### src/ffea_pkg.sv
// Shared constants and types for the first-fit extent allocator.
package ffea_pkg;
	localparam int unsigned MaxExtentsDefault = 64;
	localparam int unsigned AddrBitsDefault = 32;

	typedef enum logic [1:0] {
		OP_ALLOC  = 2'd0,
		OP_FREE   = 2'd1,
		OP_FORMAT = 2'd2,
		OP_NONE   = 2'd3
	} opcode_t;

	typedef enum logic [1:0] {
		ST_OK    = 2'd0,
		ST_NOFIT = 2'd1,
		ST_EMPTY = 2'd2,
		ST_FULL  = 2'd3
	} status_t;

	localparam logic [1:0] REG_POOL_BASE = 2'd0;
	localparam logic [1:0] REG_POOL_LIMIT = 2'd1;
	localparam logic [1:0] REG_MIN_FRAG = 2'd2;
endpackage

### src/first_fit_extent_allocator.sv
// First-fit extent allocator top level: extent table memory and its sequencer.
//
// One operation is in progress at a time; in_ready is low while it runs.
// Each step does one read of the extent memory (start and end kept in one
// word) and one write, so every entry scanned is read, then compared, and
// every entry shifted is read, then written.
// Allocate and free scan up to the count of extents n held before the
// operation, then removal or insertion shifts the entries above the hit.
// The worst case is a free that inserts a new extent near the front.
// Format, opcode 3, a zero request and an empty range go straight to the
// done state. The result waits in an output register; the next transaction
// is taken once it has been delivered.
module first_fit_extent_allocator
	import ffea_pkg::*;
#(
	parameter int unsigned MAX_EXTENTS = MaxExtentsDefault,
	parameter int unsigned ADDR_BITS = AddrBitsDefault
) (
	input  logic                     clk,
	input  logic                     arst_n,
	input  logic                     in_valid,
	output logic                     in_ready,
	input  logic [1:0]               opcode,
	input  logic [31:0]              req_size,
	input  logic [31:0]              range_start,
	input  logic [31:0]              range_end,
	output logic                     out_valid,
	input  logic                     out_ready,
	output logic [31:0]              alloc_addr,
	output logic [1:0]               status,
	output logic [6:0]               extent_total,
	input  logic                     cfg_we,
	input  logic [1:0]               cfg_index,
	input  logic [31:0]              cfg_data
);
	localparam int unsigned IW = (MAX_EXTENTS > 1) ? $clog2(MAX_EXTENTS) : 1;
	localparam int unsigned CW = $clog2(MAX_EXTENTS + 1);
	localparam int unsigned AW = ADDR_BITS;

	typedef enum logic [3:0] {
		S_IDLE, S_RD, S_SCAN, S_FREE_PREV, S_FREE_DEC, S_RM_RD, S_RM_WR,
		S_INS_RD, S_INS_WR, S_DONE
	} state_t;

	logic [2*AW-1:0] mem [MAX_EXTENTS];
	logic [2*AW-1:0] rd_data;
	logic [IW-1:0]   rd_addr;
	logic            rd_en;
	logic [IW-1:0]   wr_addr;
	logic [2*AW-1:0] wr_data;
	logic            wr_en;

	always_ff @(posedge clk) begin
		if (wr_en) mem[wr_addr] <= wr_data;
		if (rd_en) rd_data <= mem[rd_addr];
	end

	state_t         state_q;
	logic [AW-1:0]  base_q, limit_q;
	logic [7:0]     minf_q;
	logic [1:0]     op_q;
	logic [AW-1:0]  size_q, rs_q, re_q;
	logic [CW-1:0]  cnt_q;
	logic [CW-1:0]  idx_q;
	logic [CW-1:0]  pos_q;
	logic [AW-1:0]  prev_end_q;
	logic [AW-1:0]  next_end_q;
	logic [2*AW-1:0] carry_q;
	logic [31:0]    addr_q;
	logic [1:0]     st_q;
	logic           ovalid_q;

	logic [AW-1:0] e_start, e_end, avail, rem;
	assign e_start = rd_data[AW-1:0];
	assign e_end = rd_data[2*AW-1:AW];
	assign avail = e_end - e_start;
	assign rem = avail - size_q;

	logic [AW-1:0] ext_size, ext_rs, ext_re;
	logic [AW+31:0] w_size, w_rs, w_re;
	assign w_size = {{AW{1'b0}}, req_size};
	assign w_rs = {{AW{1'b0}}, range_start};
	assign w_re = {{AW{1'b0}}, range_end};
	assign ext_size = w_size[AW-1:0];
	assign ext_rs = w_rs[AW-1:0];
	assign ext_re = w_re[AW-1:0];

	logic [AW+31:0] w_cfg;
	logic [AW+31:0] w_addr_out;
	assign w_cfg = {{AW{1'b0}}, cfg_data};
	assign w_addr_out = {{32{1'b0}}, e_start};

	assign in_ready = (state_q == S_IDLE) && !ovalid_q;
	assign out_valid = ovalid_q;
	assign alloc_addr = addr_q;
	assign status = st_q;
	assign extent_total = 7'(cnt_q);

	always_comb begin
		rd_en = 1'b0;
		rd_addr = idx_q[IW-1:0];
		wr_en = 1'b0;
		wr_addr = idx_q[IW-1:0];
		wr_data = rd_data;
		case (state_q)
			S_RD, S_RM_RD, S_INS_RD: rd_en = 1'b1;
			S_IDLE: begin
				if (in_valid && in_ready && opcode == OP_FORMAT &&
					base_q < limit_q) begin
					wr_en = 1'b1;
					wr_addr = '0;
					wr_data = {limit_q, base_q};
				end
			end
			S_SCAN: begin
				if (op_q == OP_ALLOC && avail >= size_q && rem != '0 &&
					{{(AW-8){1'b0}}, minf_q} <= rem) begin
					wr_en = 1'b1;
					wr_data = {e_end, e_start + size_q};
				end
			end
			S_FREE_PREV: begin
				wr_en = 1'b1;
				wr_addr = IW'(pos_q - 1'b1);
				wr_data = {re_q, prev_end_q};
			end
			S_FREE_DEC: begin
				wr_en = 1'b1;
				wr_addr = pos_q[IW-1:0];
				wr_data = {next_end_q, rs_q};
			end
			S_RM_WR: begin
				wr_en = 1'b1;
				wr_addr = IW'(idx_q - 1'b1);
			end
			S_INS_WR: begin
				wr_en = 1'b1;
				wr_data = carry_q;
			end
			default: ;
		endcase
	end

	always_ff @(posedge clk or negedge arst_n) begin
		if (!arst_n) begin
			state_q <= S_IDLE;
			base_q <= '0;
			limit_q <= AW'(1048576);
			minf_q <= 8'd12;
			cnt_q <= '0;
			ovalid_q <= 1'b0;
			idx_q <= '0;
		end else begin
			if (cfg_we) begin
				case (cfg_index)
					REG_POOL_BASE: base_q <= w_cfg[AW-1:0];
					REG_POOL_LIMIT: limit_q <= w_cfg[AW-1:0];
					REG_MIN_FRAG: minf_q <= cfg_data[7:0];
					default: ;
				endcase
			end
			if (ovalid_q && out_ready) ovalid_q <= 1'b0;
			case (state_q)
				S_IDLE: begin
					if (in_valid && in_ready) begin
						op_q <= opcode;
						size_q <= ext_size;
						rs_q <= ext_rs;
						re_q <= ext_re;
						idx_q <= '0;
						addr_q <= '0;
						case (opcode)
							OP_ALLOC: begin
								if (ext_size == '0 || cnt_q == '0) begin
									st_q <= ST_NOFIT;
									state_q <= S_DONE;
								end else begin
									st_q <= ST_OK;
									state_q <= S_RD;
								end
							end
							OP_FREE: begin
								if (ext_rs >= ext_re) begin
									st_q <= ST_EMPTY;
									state_q <= S_DONE;
								end else if (cnt_q == '0) begin
									st_q <= ST_OK;
									pos_q <= '0;
									state_q <= S_INS_RD;
									carry_q <= {ext_re, ext_rs};
								end else begin
									st_q <= ST_OK;
									state_q <= S_RD;
								end
							end
							OP_FORMAT: begin
								if (base_q < limit_q) begin
									cnt_q <= CW'(1);
									st_q <= ST_OK;
								end else begin
									cnt_q <= '0;
									st_q <= ST_EMPTY;
								end
								state_q <= S_DONE;
							end
							default: begin
								st_q <= ST_OK;
								state_q <= S_DONE;
							end
						endcase
					end
				end
				S_RD: state_q <= S_SCAN;
				S_SCAN: begin
					if (op_q == OP_ALLOC) begin
						if (avail >= size_q) begin
							addr_q <= w_addr_out[31:0];
							if (rem != '0 && {{(AW-8){1'b0}}, minf_q} <= rem)
								state_q <= S_DONE;
							else begin
								idx_q <= idx_q + 1'b1;
								state_q <= S_RM_RD;
							end
						end else if (idx_q + 1'b1 == cnt_q) begin
							st_q <= ST_NOFIT;
							state_q <= S_DONE;
						end else begin
							idx_q <= idx_q + 1'b1;
							state_q <= S_RD;
						end
					end else begin
						if (e_start <= rs_q) begin
							if (idx_q + 1'b1 == cnt_q) begin
								pos_q <= idx_q + 1'b1;
								if (e_end == rs_q) begin
									prev_end_q <= e_start;
									state_q <= S_FREE_PREV;
								end else if (cnt_q >= CW'(MAX_EXTENTS)) begin
									st_q <= ST_FULL;
									state_q <= S_DONE;
								end else begin
									carry_q <= {re_q, rs_q};
									idx_q <= idx_q + 1'b1;
									state_q <= S_INS_WR;
								end
							end else begin
								carry_q <= rd_data;
								idx_q <= idx_q + 1'b1;
								state_q <= S_RD;
							end
						end else begin
							// pos = idx; prev = idx-1 (carry_q holds it when idx>0)
							pos_q <= idx_q;
							next_end_q <= e_end;
							if (idx_q != '0 && carry_q[2*AW-1:AW] == rs_q &&
								re_q == e_start) begin
								prev_end_q <= carry_q[AW-1:0];
								re_q <= e_end;
								idx_q <= idx_q + 1'b1;
								state_q <= S_FREE_PREV;
							end else if (idx_q != '0 && carry_q[2*AW-1:AW] == rs_q) begin
								prev_end_q <= carry_q[AW-1:0];
								state_q <= S_FREE_PREV;
							end else if (re_q == e_start) begin
								state_q <= S_FREE_DEC;
							end else if (cnt_q >= CW'(MAX_EXTENTS)) begin
								st_q <= ST_FULL;
								state_q <= S_DONE;
							end else begin
								carry_q <= {re_q, rs_q};
								state_q <= S_INS_RD;
							end
						end
					end
				end
				S_FREE_PREV: begin
					if (idx_q == pos_q + 1'b1 && re_q == next_end_q) begin
						if (idx_q == cnt_q) begin
							cnt_q <= cnt_q - 1'b1;
							state_q <= S_DONE;
						end else state_q <= S_RM_RD;
					end else state_q <= S_DONE;
				end
				S_FREE_DEC: state_q <= S_DONE;
				S_RM_RD: begin
					if (idx_q == cnt_q) begin
						cnt_q <= cnt_q - 1'b1;
						state_q <= S_DONE;
					end else state_q <= S_RM_WR;
				end
				S_RM_WR: begin
					idx_q <= idx_q + 1'b1;
					state_q <= S_RM_RD;
				end
				S_INS_RD: begin
					if (idx_q == cnt_q) state_q <= S_INS_WR;
					else state_q <= S_INS_WR;
				end
				S_INS_WR: begin
					if (idx_q == cnt_q) begin
						cnt_q <= cnt_q + 1'b1;
						state_q <= S_DONE;
					end else begin
						carry_q <= rd_data;
						idx_q <= idx_q + 1'b1;
						state_q <= S_INS_RD;
					end
				end
				S_DONE: begin
					ovalid_q <= 1'b1;
					state_q <= S_IDLE;
				end
				default: state_q <= S_IDLE;
			endcase
		end
	end
endmodule

### config.mk
export PLATFORM = sky130hd
export DESIGN_NAME = first_fit_extent_allocator
export DESIGN_NICKNAME = d
export VERILOG_FILES = /design/src/ffea_pkg.sv /design/src/first_fit_extent_allocator.sv
export SDC_FILE = /design/constraint.sdc
export NUM_CORES = 2
export LEC_CHECK = 0
export BUFFER_PORTS_ARGS = -buffer_cell sky130_fd_sc_hd__clkbuf_2
export CORE_MARGIN = 4
export CORE_UTILIZATION = 55
export CTS_CLUSTER_SIZE = 12
export DETAILED_ROUTE_END_ITERATION = 8
export PLACE_DENSITY = 0.69
export SETUP_SLACK_MARGIN = 0.4
export SLEW_MARGIN = 20
export SYNTH_ARGS = -nofsm -noshare
export SYNTH_HDL_FRONTEND = slang
export SYNTH_SLANG_ARGS = --single-unit
### constraint.sdc
create_clock -name clk -period 15.75 [get_ports clk]
set_input_delay 2.3625 -clock clk [delete_from_list [all_inputs] [get_ports clk]]
set_output_delay 2.3625 -clock clk [all_outputs]
set_load 0.05 [all_outputs]
=== Word level (Yosys, flattened, before mapping) ===
Memories as Yosys holds them, arrays and structs flattened. A register that Yosys moved wholly into a read port is not among the register bits.
Index checks and enable logic that the tools add are counted.

* Memory bits (read-only): 0
* Input port bits: 137
* Bits in latches: 0
* Memories: 1
* Memory bits (writable): 4096
* Output and inout port bits: 43
* Bits in registers: 358
* Word-level logic and storage cells: 235

{| class="wikitable"
|+ Memory list
! memory !! words !! width !! rd ports !! clocked after Yosys merged registers in !! write ports !! line !! RTL
|-
| mem || 64 || 64 || 1 || 1 || 1 || first_fit_extent_allocator.sv:45 || <nowiki>logic [2*AW-1:0] mem [MAX_EXTENTS];</nowiki>
|}

* Divide/modulo/power cells: 0
* Shift-type cells: 0
* $add $sub $neg: 9
* Bitwise logic cells: 2
* Magnitude comparators: 6
* Reduce and logical (&&, ||, !) cells: 43
* Multiplexer cells: 106
* Equal/unequal tests: 51
* Multiply operators: 0

{| class="wikitable"
|+ Operator list
! kind !! number
|-
| $mux W64 || 14
|-
| $mux W32 || 13
|-
| $pmux W64 S5 || 1
|-
| $pmux W64 S3 || 1
|-
| $mux W7 || 23
|-
| $eq A32 B32 Y1 || 4
|-
| $pmux W32 S2 || 2
|-
| $mux W4 || 18
|-
| $ge A32 B32 Y1 || 2
|-
| $sub A32 B32 Y32 || 2
|-
| $pmux W7 S4 || 2
|-
| $pmux W4 S9 || 1
|-
| $add A32 B32 Y32 || 1
|-
| $le A32 B32 Y1 || 1
|-
| $le A8 B32 Y1 || 1
|-
| $logic_not A32 Y1 || 1
|-
| $lt A32 B32 Y1 || 1
|-
| $ne A4 B4 Y1 const B || 8
|-
| $reduce_bool A32 Y1 || 1
|-
| $mux W2 || 13
|-
| $pmux W6 S4 || 1
|-
| $add A7 B1 Y7 const B || 3
|-
| $eq A7 B7 Y1 || 3
|-
| $ne A2 B2 Y1 const B || 9
|-
| 41 further kinds || 91
|}

=== Longest topological paths before layout ===
* Depth in word-level cells: 9
* Mapped depth: 28
* Mapped depth without buffers: 26

=== Worst setup path after synthesis ===
Ideal clock, no wire load.

* Path type: input -> register
* Start point: in range_end[17]
* End point: reg carry_q[0] (enable)
* Path buffers: 0
* Setup time: 0.828 ns
* Stages on the path: 11
* Data arrival time: 14.446 ns
* Slack: 0.476 ns
* Required time: 14.922 ns
* Cell sequence: inv_1 > ha_1 > a21o_1 > a21o_1 > a21o_1 > a21o_1 > a221o_1 > a211o_1 > a2111oi_0 > o22ai_1 > a2111oi_0

* Cells in the longest elaborated chain, start to end: 3

{| class="wikitable"
|+ RTL lines
! item !! line !! RTL
|-
| start: declaration || first_fit_extent_allocator.sv:26 || <nowiki>input logic [31:0] range_end,</nowiki>
|-
| $ge A32 B32 Y1 || first_fit_extent_allocator.sv:183 || <nowiki>if (ext_rs >= ext_re) begin</nowiki>
|-
| $ne A2 B2 Y1 (no line) || -- ||
|-
| $reduce_and A12 Y1 (no line) || -- ||
|-
| end signal: assignment || first_fit_extent_allocator.sv:190 || <nowiki>carry_q <= {ext_re, ext_rs};</nowiki>
|-
| end signal: assignment || first_fit_extent_allocator.sv:242 || <nowiki>carry_q <= {re_q, rs_q};</nowiki>
|-
| end signal: assignment || first_fit_extent_allocator.sv:247 || <nowiki>carry_q <= rd_data;</nowiki>
|-
| end: declaration || first_fit_extent_allocator.sv:68 || <nowiki>logic [2*AW-1:0] carry_q;</nowiki>
|}

No other way between the ends.
A chain may end at the register's enable or synchronous reset.

=== Worst setup path after layout ===
* Start point: reg rd_data[1], read port of mem
* End point: mem mem[26][30] (netlist bit) (enable)

* Cells in the longest elaborated chain, start to end: 9
* Elaborated cells on any way between the ends: 12
* Classes of those cells: add/sub: 2; order compare: 2; mux: 4; reduce/logical: 4

{| class="wikitable"
|+ RTL lines
! item !! line !! RTL
|-
| start: declaration || first_fit_extent_allocator.sv:46 || <nowiki>logic [2*AW-1:0] rd_data;</nowiki>
|-
| $sub A32 B32 Y32 * || first_fit_extent_allocator.sv:76 || <nowiki>assign avail = e_end - e_start;</nowiki>
|-
| branches (longest 3 deep; another with $sub A32 B32 Y32) || -- ||
|-
| $logic_and A1 B1 Y1 * || first_fit_extent_allocator.sv:116 || <nowiki>if (op_q == OP_ALLOC && avail >= size_q && rem != '0 &&</nowiki>
|-
| $mux W1 * || first_fit_extent_allocator.sv:116 ||
|-
| $pmux W1 S3 * || first_fit_extent_allocator.sv:105 || <nowiki>case (state_q)</nowiki>
|-
| $mux W1 * || first_fit_extent_allocator.sv:54 || <nowiki>if (wr_en) mem[wr_addr] <= wr_data;</nowiki>
|-
| $mux W1 (implied by the code) * || first_fit_extent_allocator.sv:54 ||
|-
| end: declaration || first_fit_extent_allocator.sv:45 ||
|}

Mark *: on every way between the ends.

==> impl_metrics.toml <==
[yosys]
synth_top_area_cell = "edfxtp_1"
synth-edff-count = 4427
synth-main-ff-cell = "edfxtp_1"
yosysWarnings = 0
seq_area_frac_synth = 0.733
synth.avg_cell_area_sq_um = 20.6
synth_seq_cells = 4518
ys_async_sr_fraction = 0.0201
ys_types = 90
synth_top_area_frac = 0.721
synth_area_leaders = "edfxtp_1 72%, mux4_2 16%, ha_1 1.4%"
syn_inst = 8936
syn_area_sq_um = 184000
syn-num-nets = 9283

[power]
intPower_mw = 26.8
combPwrFrac = 0.354
switching_share = 0.371
switchingPower_mw = 15.8
clkPwrFrac = 0.230
peakVddDrop_mv = 0.280
power_density_nw_per_um2 = 207
p_total_mw = 42.5
pwr-share-seq = 0.416
p_leak_nw = 64.4

[floorplan]
core_area_sq_um = 334000
row_count = 212
dieArea_sq_um = 345000
die_y_um = 587
start_util = 0.553
io_pins = 180
die_w_um = 587

[sta]
skew_ns = 0.0941
fin_ws_ns = 5.50
finalSetupTns_ns = 0
min_period_ns = 10.25
report.final.setup_viol = 0
final_max_slew_viol_count = 0
hold_viol_final = 0
post-route-period-util = 0.651
max_clock_freq_mhz = 97.6
maxSlewHeadroom = 0.198
grt_setup_unrepaired = "false"
hold_ws_ns = 0.521
worst_pin_slew_ns = 1.20

[place]
port_buffers = 179
pre_cts_ws_ns = 5.56
routabilityCongestion = 1.02
dp.final_hpwl_um = 372000
place_area_sq_um = 192000

[drt]
vias = 98592
route.detailed.drc = 0
wl_um = 580000
drtPass1Iterations = 6
drtAntennaViolNets = 0
avgViaCountPerCell = 7.02
drtIter0Drc = 16531
wl_per_cell_um = 41.3

[clock_network]
cts_htree_levels = 5
cts_tree = "done"
cts_resized = 0
cts_buffer_depth = 4
cts.sinks = 4518
root_buffer = "clkbuf_16"
post_cts_buffers = 0
path_clk_slew_ns = 0.06
hold_buffers = 0
cts_buffers = 450
clk_latency_ns = 1.00

[global_routing]
grt.total_usage = 0.336
antenna_found_initial = 76
grt_pass1_vias = 95505
grt_overflow = 0
grt_pass1_wl_um = 802000
grt_max_degree = 121

[setup_path]
start_kind = "flip-flop"
critPathArrivalTime_ns = 10.83
crit_top_cell = "buf_4"
crit_fanout = 43
crit_path_max_incr_delay_ns = 0.80
path_class = "reg2reg"
required_ns = 16.33
worst_path_max_delay_cell = "nor4_1"
crit_path_end_kind = "flip-flop"

[outcome]
status = "finished, final reports clean"

[final_layout]
fin_area_sq_um = 205000
synthToLayoutAreaGrowth_pct = 11.4
fill_cells = 22811
drive_gt1_frac = 0.265
fin_nets = 9725

[job]
maxCapViolCount = 0

[min_path]
worstHoldPathType = "reg2reg"
layout by cell type, fill, tap and decap left out, drive strengths merged, types with 97 or more instances in the layout:
| cell | instances |
|---|---|
| clkbuf | 751 |
| nor2 | 225 |
| mux2i | 134 |
| o21ai | 203 |
| nand2 | 260 |
| ha | 206 |
| clkinv | 100 |
| edfxtp | 4427 |
| xnor2 | 127 |
| inv | 201 |
| mux4 | 1284 |
| a221o | 137 |
| buf | 281 |
| a21oi | 221 |
| mux2 | 97 |
Yosys cell counts, types with 8 or more instances:
cell type,instances
a211oi_1,24
a21o_1,64
a21oi_1,218
a221o_1,137
a222oi_1,10
a22o_1,23
a22oi_1,35
a31oi_1,25
and3_1,24
buf_1,94
buf_2,33
clkbuf_1,339
dfrtp_1,88
edfxtp_1,4427
ha_1,206
inv_1,193
mux2_2,96
mux2i_1,134
mux4_2,1284
nand2_1,260
nand2b_1,29
nand3_1,53
nand4_1,50
nor2_1,225
nor2b_1,28
nor3_1,57
nor4_1,83
o211ai_1,22
o21a_1,33
o21ai_0,193
o21ai_1,8
o21bai_1,11
o221ai_1,25
o22ai_1,26
o31ai_1,21
or2_2,8
or3_1,11
xnor2_1,127
xor2_1,94
worst max-delay path: cells and delay by family, from the launching register on:
family | cells | cell delay (ns)
AND/OR/NAND/NOR | 10 | 3.61
AO/OA/AOI/OAI | 10 | 2.74
buffers and inverters | 5 | 1.86
adder cells (fa/ha/maj) | 2 | 0.70
flip-flops | 1 | 0.53
XOR/XNOR | 1 | 0.14
worst paths after layout:
check	from	to	slack, ns	cells past startpoint
worst max-delay path	rd_data[1]	mem[26][30]	5.50	28
worst min-delay path	minf_q[0]	minf_q[0]	0.52	1
worst max register to register	rd_data[1]	mem[26][30]	5.50	28
worst min register to register	minf_q[0]	minf_q[0]	0.52	1
max in group asynchronous	arst_n	base_q[7]	12.87	3
min in group asynchronous	arst_n	base_q[24]	1.35	1
through the flow:
step	utilization	cells
after global placement	0.576	13309
after floorplan	-	8936
after CTS	0.615	14009
after detailed placement	0.577	13312
after global routing	0.616	14035
final	0.616	14042
power by group through the flow:
stage                     combinational, mW  clock (mW)  sequential (mW)
after global placement                 14.6           0             17.9
after floorplan                        7.96           0             17.9
after global routing                   15.6        10.4             17.7
final                                  15.0        9.80             17.7
after detailed placement               14.8           0             17.9
after CTS                              14.9        9.90             17.7
logic make-up after synthesis:
| kind of cell | synth area share |
|---|---|
| flip-flops | 0.733 |
| multiplexers | 0.170 |
| AO/OA/AOI/OAI | 0.0352 |
| AND/OR/NAND/NOR | 0.0226 |
| buffers and inverters | 0.0138 |
| XOR/XNOR | 0.0105 |
| adder cells (fa/ha/maj) | 0.0144 |
state kept, by name (all words and copies together) (netlist names):
name and flops:
rd_data 64, base_q 32, idx_q 7, next_end_q 32, out_valid 1, re_q 32, size_q 32, alloc_addr 32
extent_total 7, mem 4096, limit_q 32, state_q 4, rs_q 32, prev_end_q 32, minf_q 8, pos_q 7
status 2, carry_q 64, op_q 2
area by class of cell:
| class | instances | area (sq um) | share of cell area |
|---|---|---|---|
| clock inverter | 124 | 1000 | 0.00488 |
| multi-input combinational | 3756 | 47700 | 0.232 |
| tap | 4387 | 5490 | 0.0267 |
| antenna | 32 | 80.1 | 0.000390 |
| inverter | 193 | 724 | 0.00353 |
| sequential | 4518 | 135000 | 0.658 |
| timing repair buffer | 459 | 3250 | 0.0158 |
| clock buffer | 573 | 12000 | 0.0582 |
layer usage:
metal  global-route usage  vias to the layer above  routed length [um]
met1                0.470                    52165              208000
met3               0.0698                     1104               67300
met5                    0                        -                 200
met2                0.513                     6972              270000
li1                     -                    38323                   -
met4                0.163                       28               34900
No activity file was read; power rests on OpenSTA's default activity.
